`config.mk`:
```
export PLATFORM = sky130hd
export DESIGN_NAME = lfu_page_replacement_unit
export DESIGN_NICKNAME = d
export VERILOG_FILES = /design/src/rtl/lfu_pr_pkg.sv /design/src/rtl/lfu_page_replacement_unit.sv /design/src/rtl/lfu_pr_cell.sv
export SDC_FILE = /design/constraint.sdc
export NUM_CORES = 2
export LEC_CHECK = 0
export BUFFER_PORTS_ARGS = -buffer_cell sky130_fd_sc_hd__buf_4
export CORE_MARGIN = 3
export CORE_UTILIZATION = 30
export DETAILED_ROUTE_END_ITERATION = 10
export SKIP_CTS_REPAIR_TIMING = 1
export SLEW_MARGIN = 20
export SYNTH_ARGS = -nofsm -noshare
export SYNTH_HDL_FRONTEND = slang
export SYNTH_SLANG_ARGS = --single-unit
```
`constraint.sdc`:
```
create_clock -name clk -period 9.46 [get_ports clk]
set_input_delay 1.419 -clock clk [delete_from_list [all_inputs] [get_ports clk]]
set_output_delay 1.419 -clock clk [all_outputs]
set_load 0.03 [all_outputs]
```
`src/rtl/lfu_pr_pkg.sv`:
```
// shared types and constants for the lfu page replacement unit
package lfu_pr_pkg;

  localparam int MAX_FRAMES_DEF = 16;
  localparam int PAGE_BITS_DEF  = 16;

  localparam int COUNT_W = 16;
  localparam int AGE_W   = 32;

  // configuration port
  localparam int CFG_ADDR_W = 3;
  localparam int CFG_DATA_W = 32;
  localparam int FIU_W      = 5;
  localparam logic [FIU_W-1:0] FIU_RESET = 5'd16;

  // register index, taken from paddr above the byte offset
  localparam logic REG_FRAMES_IN_USE = 1'b0;

  typedef enum logic [1:0] {
    ST_IDLE,
    ST_SCAN,
    ST_DONE
  } lfu_pr_state_t;

  // per-cell update strobes
  typedef struct packed {
    logic age_tick;
    logic bump;
    logic load;
  } lfu_pr_cell_ctrl_t;

endpackage

```
`src/rtl/lfu_page_replacement_unit.sv`:
```
// lfu page replacement unit: top level with control, config register and cell row
// done rises with the result register, once the token has walked the whole cell row
// the unit takes no new request until the previous result is loaded
// the token moves one cell per cycle; busy stays high from accept until the result is loaded
// results are strobed for one cycle on done; the receiver cannot stall them
// rst (synchronous) empties all frames and sets frames_in_use to 16
module lfu_page_replacement_unit #(
  parameter int MAX_FRAMES = lfu_pr_pkg::MAX_FRAMES_DEF,
  parameter int PAGE_BITS  = lfu_pr_pkg::PAGE_BITS_DEF,
  localparam int IDX_W     = (MAX_FRAMES > 1) ? $clog2(MAX_FRAMES) : 1,
  localparam int CNT_W     = $clog2(MAX_FRAMES + 1)
) (
  input  logic                                clk,
  input  logic                                rst,
  // request channel
  input  logic                                start,
  output logic                                busy,
  input  logic [PAGE_BITS-1:0]                page_number,
  // result channel
  output logic                                done,
  output logic                                fault,
  output logic                                evicted_valid,
  output logic [PAGE_BITS-1:0]                evicted_page,
  output logic [IDX_W-1:0]                    frame_slot,
  // configuration port
  input  logic                                psel,
  input  logic                                penable,
  input  logic                                pwrite,
  input  logic [lfu_pr_pkg::CFG_ADDR_W-1:0]   paddr,
  input  logic [lfu_pr_pkg::CFG_DATA_W-1:0]   pwdata,
  output logic [lfu_pr_pkg::CFG_DATA_W-1:0]   prdata,
  output logic                                pready
);

  lfu_pr_pkg::lfu_pr_state_t state, state_next;

  logic [lfu_pr_pkg::FIU_W-1:0] frames_in_use;
  logic [CNT_W-1:0]             resident_total;
  logic [CNT_W-1:0]             limit;
  logic [IDX_W-1:0]             scan_cnt;
  logic [PAGE_BITS-1:0]         req_page;

  logic accept;
  logic scan_last;
  logic finish;
  logic reg_sel;

  // token chain, entry 0 is the empty token fed to the first cell
  logic                           ch_hit     [0:MAX_FRAMES];
  logic [IDX_W-1:0]               ch_hit_idx [0:MAX_FRAMES];
  logic                           ch_found   [0:MAX_FRAMES];
  logic [lfu_pr_pkg::COUNT_W-1:0] ch_count   [0:MAX_FRAMES];
  logic [lfu_pr_pkg::AGE_W-1:0]   ch_age     [0:MAX_FRAMES];
  logic [IDX_W-1:0]               ch_idx     [0:MAX_FRAMES];
  logic [PAGE_BITS-1:0]           ch_page    [0:MAX_FRAMES];

  lfu_pr_pkg::lfu_pr_cell_ctrl_t cell_ctrl [0:MAX_FRAMES-1];

  // decision made from the tail of the chain
  logic             tail_hit;
  logic             has_room;
  logic [IDX_W-1:0] slot;

  // ---------------- configuration port ----------------
  assign pready  = 1'b1;
  assign reg_sel = paddr[lfu_pr_pkg::CFG_ADDR_W-1] == lfu_pr_pkg::REG_FRAMES_IN_USE;

  always_ff @(posedge clk) begin
    if (rst) begin
      frames_in_use <= lfu_pr_pkg::FIU_RESET;
    end else if (psel && penable && pwrite && pready && reg_sel) begin
      frames_in_use <= pwdata[lfu_pr_pkg::FIU_W-1:0];
    end
  end

  always_comb begin
    prdata = '0;
    if (reg_sel) prdata = lfu_pr_pkg::CFG_DATA_W'(frames_in_use);
  end

  // effective frame limit: zero acts as one, anything above the row acts as the row
  always_comb begin
    if (frames_in_use == '0) begin
      limit = CNT_W'(1);
    end else if (32'(frames_in_use) > 32'(MAX_FRAMES)) begin
      limit = CNT_W'(MAX_FRAMES);
    end else begin
      limit = CNT_W'(frames_in_use);
    end
  end

  // ---------------- control ----------------
  always_ff @(posedge clk) begin
    if (rst) state <= lfu_pr_pkg::ST_IDLE;
    else     state <= state_next;
  end

  always_comb begin
    state_next = state;
    unique case (state)
      lfu_pr_pkg::ST_IDLE: if (start) state_next = lfu_pr_pkg::ST_SCAN;
      lfu_pr_pkg::ST_SCAN: if (scan_last) state_next = lfu_pr_pkg::ST_DONE;
      lfu_pr_pkg::ST_DONE: state_next = lfu_pr_pkg::ST_IDLE;
      default:             state_next = lfu_pr_pkg::ST_IDLE;
    endcase
  end

  always_comb begin
    busy   = 1'b1;
    accept = 1'b0;
    finish = 1'b0;
    unique case (state)
      lfu_pr_pkg::ST_IDLE: begin
        busy   = 1'b0;
        accept = start;
      end
      lfu_pr_pkg::ST_SCAN: ;
      lfu_pr_pkg::ST_DONE: finish = 1'b1;
      default:             busy = 1'b1;
    endcase
  end

  // the token walks the row one cell per cycle to reach the tail
  assign scan_last = scan_cnt == IDX_W'(MAX_FRAMES - 1);

  always_ff @(posedge clk) begin
    if (rst) begin
      scan_cnt <= '0;
    end else if (accept) begin
      scan_cnt <= '0;
    end else if (state == lfu_pr_pkg::ST_SCAN && !scan_last) begin
      scan_cnt <= scan_cnt + 1'b1;
    end
  end

  always_ff @(posedge clk) begin
    if (accept) req_page <= page_number;
  end

  // ---------------- decision at the tail ----------------
  assign tail_hit = ch_hit[MAX_FRAMES];
  assign has_room = resident_total < limit;

  always_comb begin
    if (tail_hit)      slot = ch_hit_idx[MAX_FRAMES];
    else if (has_room) slot = IDX_W'(resident_total);
    else               slot = ch_idx[MAX_FRAMES];
  end

  always_ff @(posedge clk) begin
    if (rst) begin
      resident_total <= '0;
    end else if (finish && !tail_hit && has_room) begin
      resident_total <= resident_total + 1'b1;
    end
  end

  // per-cell strobes: aging at accept, count bump on hit, load on miss
  always_comb begin
    for (int i = 0; i < MAX_FRAMES; i++) begin
      cell_ctrl[i].age_tick = accept;
      cell_ctrl[i].bump     = finish && tail_hit && (slot == IDX_W'(i));
      cell_ctrl[i].load     = finish && !tail_hit && (slot == IDX_W'(i));
    end
  end

  // ---------------- cell row ----------------
  assign ch_hit[0]     = 1'b0;
  assign ch_hit_idx[0] = '0;
  assign ch_found[0]   = 1'b0;
  assign ch_count[0]   = '0;
  assign ch_age[0]     = '0;
  assign ch_idx[0]     = '0;
  assign ch_page[0]    = '0;

  for (genvar g = 0; g < MAX_FRAMES; g++) begin : g_cell
    lfu_pr_cell #(
      .PAGE_BITS (PAGE_BITS),
      .IDX_W     (IDX_W),
      .CNT_W     (CNT_W),
      .INDEX     (g)
    ) u_cell (
      .clk            (clk),
      .rst            (rst),
      .ctrl           (cell_ctrl[g]),
      .resident_total (resident_total),
      .req_page       (req_page),
      .in_hit         (ch_hit[g]),
      .in_hit_idx     (ch_hit_idx[g]),
      .in_found       (ch_found[g]),
      .in_count       (ch_count[g]),
      .in_age         (ch_age[g]),
      .in_idx         (ch_idx[g]),
      .in_page        (ch_page[g]),
      .out_hit        (ch_hit[g+1]),
      .out_hit_idx    (ch_hit_idx[g+1]),
      .out_found      (ch_found[g+1]),
      .out_count      (ch_count[g+1]),
      .out_age        (ch_age[g+1]),
      .out_idx        (ch_idx[g+1]),
      .out_page       (ch_page[g+1])
    );
  end

  // ---------------- result register ----------------
  always_ff @(posedge clk) begin
    if (rst) done <= 1'b0;
    else     done <= finish;
  end

  always_ff @(posedge clk) begin
    if (finish) begin
      fault         <= !tail_hit;
      evicted_valid <= !tail_hit && !has_room;
      evicted_page  <= (!tail_hit && !has_room) ? ch_page[MAX_FRAMES] : '0;
      frame_slot    <= slot;
    end
  end

endmodule

```
`src/rtl/lfu_pr_cell.sv`:
```
// one page frame cell: frame state, hit check and victim compare stage
module lfu_pr_cell #(
  parameter int PAGE_BITS = lfu_pr_pkg::PAGE_BITS_DEF,
  parameter int IDX_W     = 4,
  parameter int CNT_W     = 5,
  parameter int INDEX     = 0
) (
  input  logic                          clk,
  input  logic                          rst,
  input  lfu_pr_pkg::lfu_pr_cell_ctrl_t ctrl,
  input  logic [CNT_W-1:0]              resident_total,
  input  logic [PAGE_BITS-1:0]          req_page,
  // token from the previous cell
  input  logic                          in_hit,
  input  logic [IDX_W-1:0]              in_hit_idx,
  input  logic                          in_found,
  input  logic [lfu_pr_pkg::COUNT_W-1:0] in_count,
  input  logic [lfu_pr_pkg::AGE_W-1:0]  in_age,
  input  logic [IDX_W-1:0]              in_idx,
  input  logic [PAGE_BITS-1:0]          in_page,
  // registered token toward the next cell
  output logic                          out_hit,
  output logic [IDX_W-1:0]              out_hit_idx,
  output logic                          out_found,
  output logic [lfu_pr_pkg::COUNT_W-1:0] out_count,
  output logic [lfu_pr_pkg::AGE_W-1:0]  out_age,
  output logic [IDX_W-1:0]              out_idx,
  output logic [PAGE_BITS-1:0]          out_page
);

  logic [PAGE_BITS-1:0]           page;
  logic [lfu_pr_pkg::COUNT_W-1:0] count;
  logic [lfu_pr_pkg::AGE_W-1:0]   age;
  logic                           resident;
  logic                           match;
  logic                           better;

  assign resident = CNT_W'(INDEX) < resident_total;
  assign match    = resident && (page == req_page);
  assign better   = resident && (!in_found || (count < in_count) ||
                                 ((count == in_count) && (age > in_age)));

  // frame state
  always_ff @(posedge clk) begin
    if (rst) begin
      count <= '0;
      age   <= '0;
    end else if (ctrl.load) begin
      count <= lfu_pr_pkg::COUNT_W'(1);
      age   <= '0;
    end else if (ctrl.bump) begin
      if (count != '1) count <= count + 1'b1;
    end else if (ctrl.age_tick && resident) begin
      if (age != '1) age <= age + 1'b1;
    end
  end

  always_ff @(posedge clk) begin
    if (ctrl.load) page <= req_page;
  end

  // token stage: first match wins, strict compare keeps the lower frame on ties
  always_ff @(posedge clk) begin
    if (!in_hit && match) begin
      out_hit     <= 1'b1;
      out_hit_idx <= IDX_W'(INDEX);
    end else begin
      out_hit     <= in_hit;
      out_hit_idx <= in_hit_idx;
    end
    if (better) begin
      out_found <= 1'b1;
      out_count <= count;
      out_age   <= age;
      out_idx   <= IDX_W'(INDEX);
      out_page  <= page;
    end else begin
      out_found <= in_found;
      out_count <= in_count;
      out_age   <= in_age;
      out_idx   <= in_idx;
      out_page  <= in_page;
    end
  end

endmodule
```
==> metrics <==
Worst Reg-to-Reg Cells 10; DP Wirelength between 150 and 200 mm; vias per inst 4.65; Hold Path Depth 1; final worst slack 4780 ps; Slew @ Worst Pin 1130 ps; Core Region about 330,000 µm²; Synth Instances 9,865; largest net degree at the start of global routing 69; latest clock arrival within the worst-skew pair 930 ps; fin cells 14,500; maximum vdd drop ~170 µV; Min-Delay Endpoint g_cell[15].u_cell.out_hit_idx[3]; Clock Path Buffers 4; ys async rst share 0%; initial antenna violation count 13; nets@finish 10,800; vias in the first global route 65,100; most common cell after layout, fill and taps aside dfxtp_1; top cell type's share of synthesized area between 30% and 40%; total negative slack 0 ps; Worst Path Arrival about 5500 ps; Placed Cells 14,100; total grt overflow 0; final WL 242 mm; Ports ~110; worst reg2reg path endpoint g_cell[1].u_cell.out_age[24]; Post-Place Worst Slack 4560 ps; Die Y slightly below 600 µm; worst reg2reg setup slack approximately 4800 ps; origin of the critical flop-to-flop path g_cell[1].u_cell.age[28]; layout cell share with drive strength beyond 1 15.7%; skew final 103 ps; GRT Total Usage 13.8%; worst hold path type reg2reg; CTS tree yes; crit path time final 4680 ps; Netlist cell types 87; drt first-iter violations around 3,800; H-tree depth 4; RD Place Congestion 0.836; Area growth, synth to finish 13.7%; crit path launch type flop; drt drc 0; critical path class reg2reg; max-cap violations 0; first-pass GRT wire length ~380 mm; ranking of synthesized cells by area dfxtp_1, mux2_2, ha_1; Starting Density 30.3%; die width 584 µm; post-route ant nets 0; final hold violations 0; die footprint 342,000 µm²; Rows around 210; status complete, no violations; P_leak about 45 nW; most common flop cell mapped by yosys dfxtp_1; Synth warnings 0; CP Data Required Time 10,240 ps; Cell Pwr Density roughly 170 nW/µm²; # clock sinks 2,184; Setup Viol. Count Final 0; Avg WL per Cell about 17 µm; syn avg cell area 10.2 µm²; CP Max Fanout 52; relative slew slack 24.8%; via count 67,500; Mapped Area about 100,000 µm²; clk slew on worst S/H paths ~60 ps; RSZ-0062 raised after global routing false; CTS root buffer clkbuf_16; period utilization 49.5%; Num CTS Buffers 236; sequential area share after synthesis 46.5%; post-synthesis register bit count 2,184; PortBufs 56; f_max 213 MHz; antenna cell count 0; commonest non-fill, non-tap cells in the layout dfxtp_1, nor2_1, mux2_2; number of synthesized flops with an enable pin 294; hold wc startpoint g_cell[14].u_cell.out_hit_idx[3]; Max Slew Vio Count 0; Pre-antenna DRT Iters 5; Synth area leader dfxtp_1; Critical Path Sink Type flop
-- power by group --
group	switching, mW	internal (mW)	total (mW)	leakage [nW]
combinational	0.194	0.0569	0.251	22.5
clock	3.92	6.06	9.98	4.17
sequential	0.00449	9.40	9.40	17.8
total	4.12	15.5	19.6	44.5
-- layer usage --
layer / part of all wire, % / global-route usage [%] / wire [µm]
met4: 2.9 / 4.02 / 7030
met5: 0 / 0 / 0
met3: 4.1 / 1.77 / 9930
met1: 48 / 19.2 / 116000
met2: 45 / 22.2 / 108000
-- metrics by stage --
| step | hold slack, ps | area [µm²] | total power, mW | utilization, % |
|---|---|---|---|---|
| 3_3_place_gp | 389 | 106000 | 9.86 | 31.8 |
| 3_5_place_dp | 392 | 106000 | 9.86 | 31.8 |
| 5_1_grt | 417 | 114000 | 20.2 | 34.4 |
| 4_1_cts | 405 | 114000 | 19.9 | 34.4 |
| 6_report | 403 | 114000 | 19.6 | 34.4 |
| 2_1_floorplan | 386 | 100000 | 9.78 | - |
-- sequential cells by signal, summed over array words and instances (netlist names) --
register / cells
done: 1
evicted_page: 16
evicted_valid: 1
fault: 1
frame_slot: 4
frames_in_use: 5
g_cell.u_cell.age: 512
g_cell.u_cell.count: 256
g_cell.u_cell.out_age: 480
g_cell.u_cell.out_count: 240
g_cell.u_cell.out_found: 15
g_cell.u_cell.out_hit: 16
g_cell.u_cell.out_hit_idx: 49
g_cell.u_cell.out_idx: 49
g_cell.u_cell.out_page: 256
g_cell.u_cell.page: 256
req_page: 16
resident_total: 5
scan_cnt: 4
state: 2
-- area by class of cell --
cell class                      count  area (µm²)
Clock inverter                    122        1690
Sequential cell                  2184       46700
Multi-Input combinational cell   6579       49400
Fill cell                       33200      218000
Tap cell                         4366        5460
Inverter                          819        3070
Timing Repair Buffer              131         983
Clock buffer                      319        6840
-- worst max path at each step --
| stage | endpoint | slack, ps | from | cells after the start |
|---|---|---|---|---|
| floorplan | g_cell[4].u_cell.age[10] | 5170 | frames_in_use[4] | 13 |
| detailed placement | g_cell[2].u_cell.age[22] | 4560 | start | 10 |
| CTS | g_cell[1].u_cell.out_age[24] | 4660 | g_cell[0].u_cell.out_age[29] | 11 |
| global route | g_cell[1].u_cell.out_age[24] | 4410 | g_cell[1].u_cell.age[28] | 10 |
| global placement | g_cell[2].u_cell.age[22] | 4560 | start | 10 |
| finish | g_cell[1].u_cell.out_age[24] | 4780 | g_cell[1].u_cell.age[28] | 10 |
-- cell usage after synthesis, types with 14 or more instances --
| master | n |
|---|---|
| and4_1 | 101 |
| buf_4 | 33 |
| or2_2 | 79 |
| a31oi_1 | 24 |
| edfxtp_1 | 294 |
| clkbuf_1 | 146 |
| and3_1 | 155 |
| nand2_1 | 453 |
| nor2_4 | 40 |
| a21o_1 | 60 |
| xor2_1 | 574 |
| o211ai_1 | 23 |
| ha_1 | 758 |
| a21oi_1 | 197 |
| xnor2_1 | 399 |
| nor4_1 | 85 |
| o21ai_0 | 172 |
| or3_1 | 23 |
| nor3_1 | 140 |
| nor2_1 | 1054 |
| or4_1 | 21 |
| nand2b_1 | 57 |
| nor2b_1 | 69 |
| dfxtp_1 | 1890 |
| a2111oi_0 | 24 |
| inv_1 | 819 |
| mux2i_1 | 76 |
| o21a_1 | 29 |
| a211oi_1 | 36 |
| nand3_1 | 378 |
| buf_2 | 95 |
| and2_1 | 121 |
| mux2_2 | 867 |
| nand4_1 | 353 |
| buf_1 | 17 |
| buf_6 | 14 |
-- critical path: stages, from the launching register on --
cell and delay [ps]:
dfxtp_1 380, ha_1 320, nand4_1 80, or3_1 460
nor4_2 510, nand3_1 210, a221oi_1 340, a211oi_1 190
o31ai_4 840, buf_4 700, mux2_2 420
-- kinds of logic after synthesis --
family | synth area share (%)
xor+xnor | 8.49
fa+ha+maj | 9.45
flops | 46.5
buf+inv | 4.61
compound gates | 4.45
mux | 10.5
other cells | 0.00748
simple gates | 16.0
(Power assumes the default switching activity.)
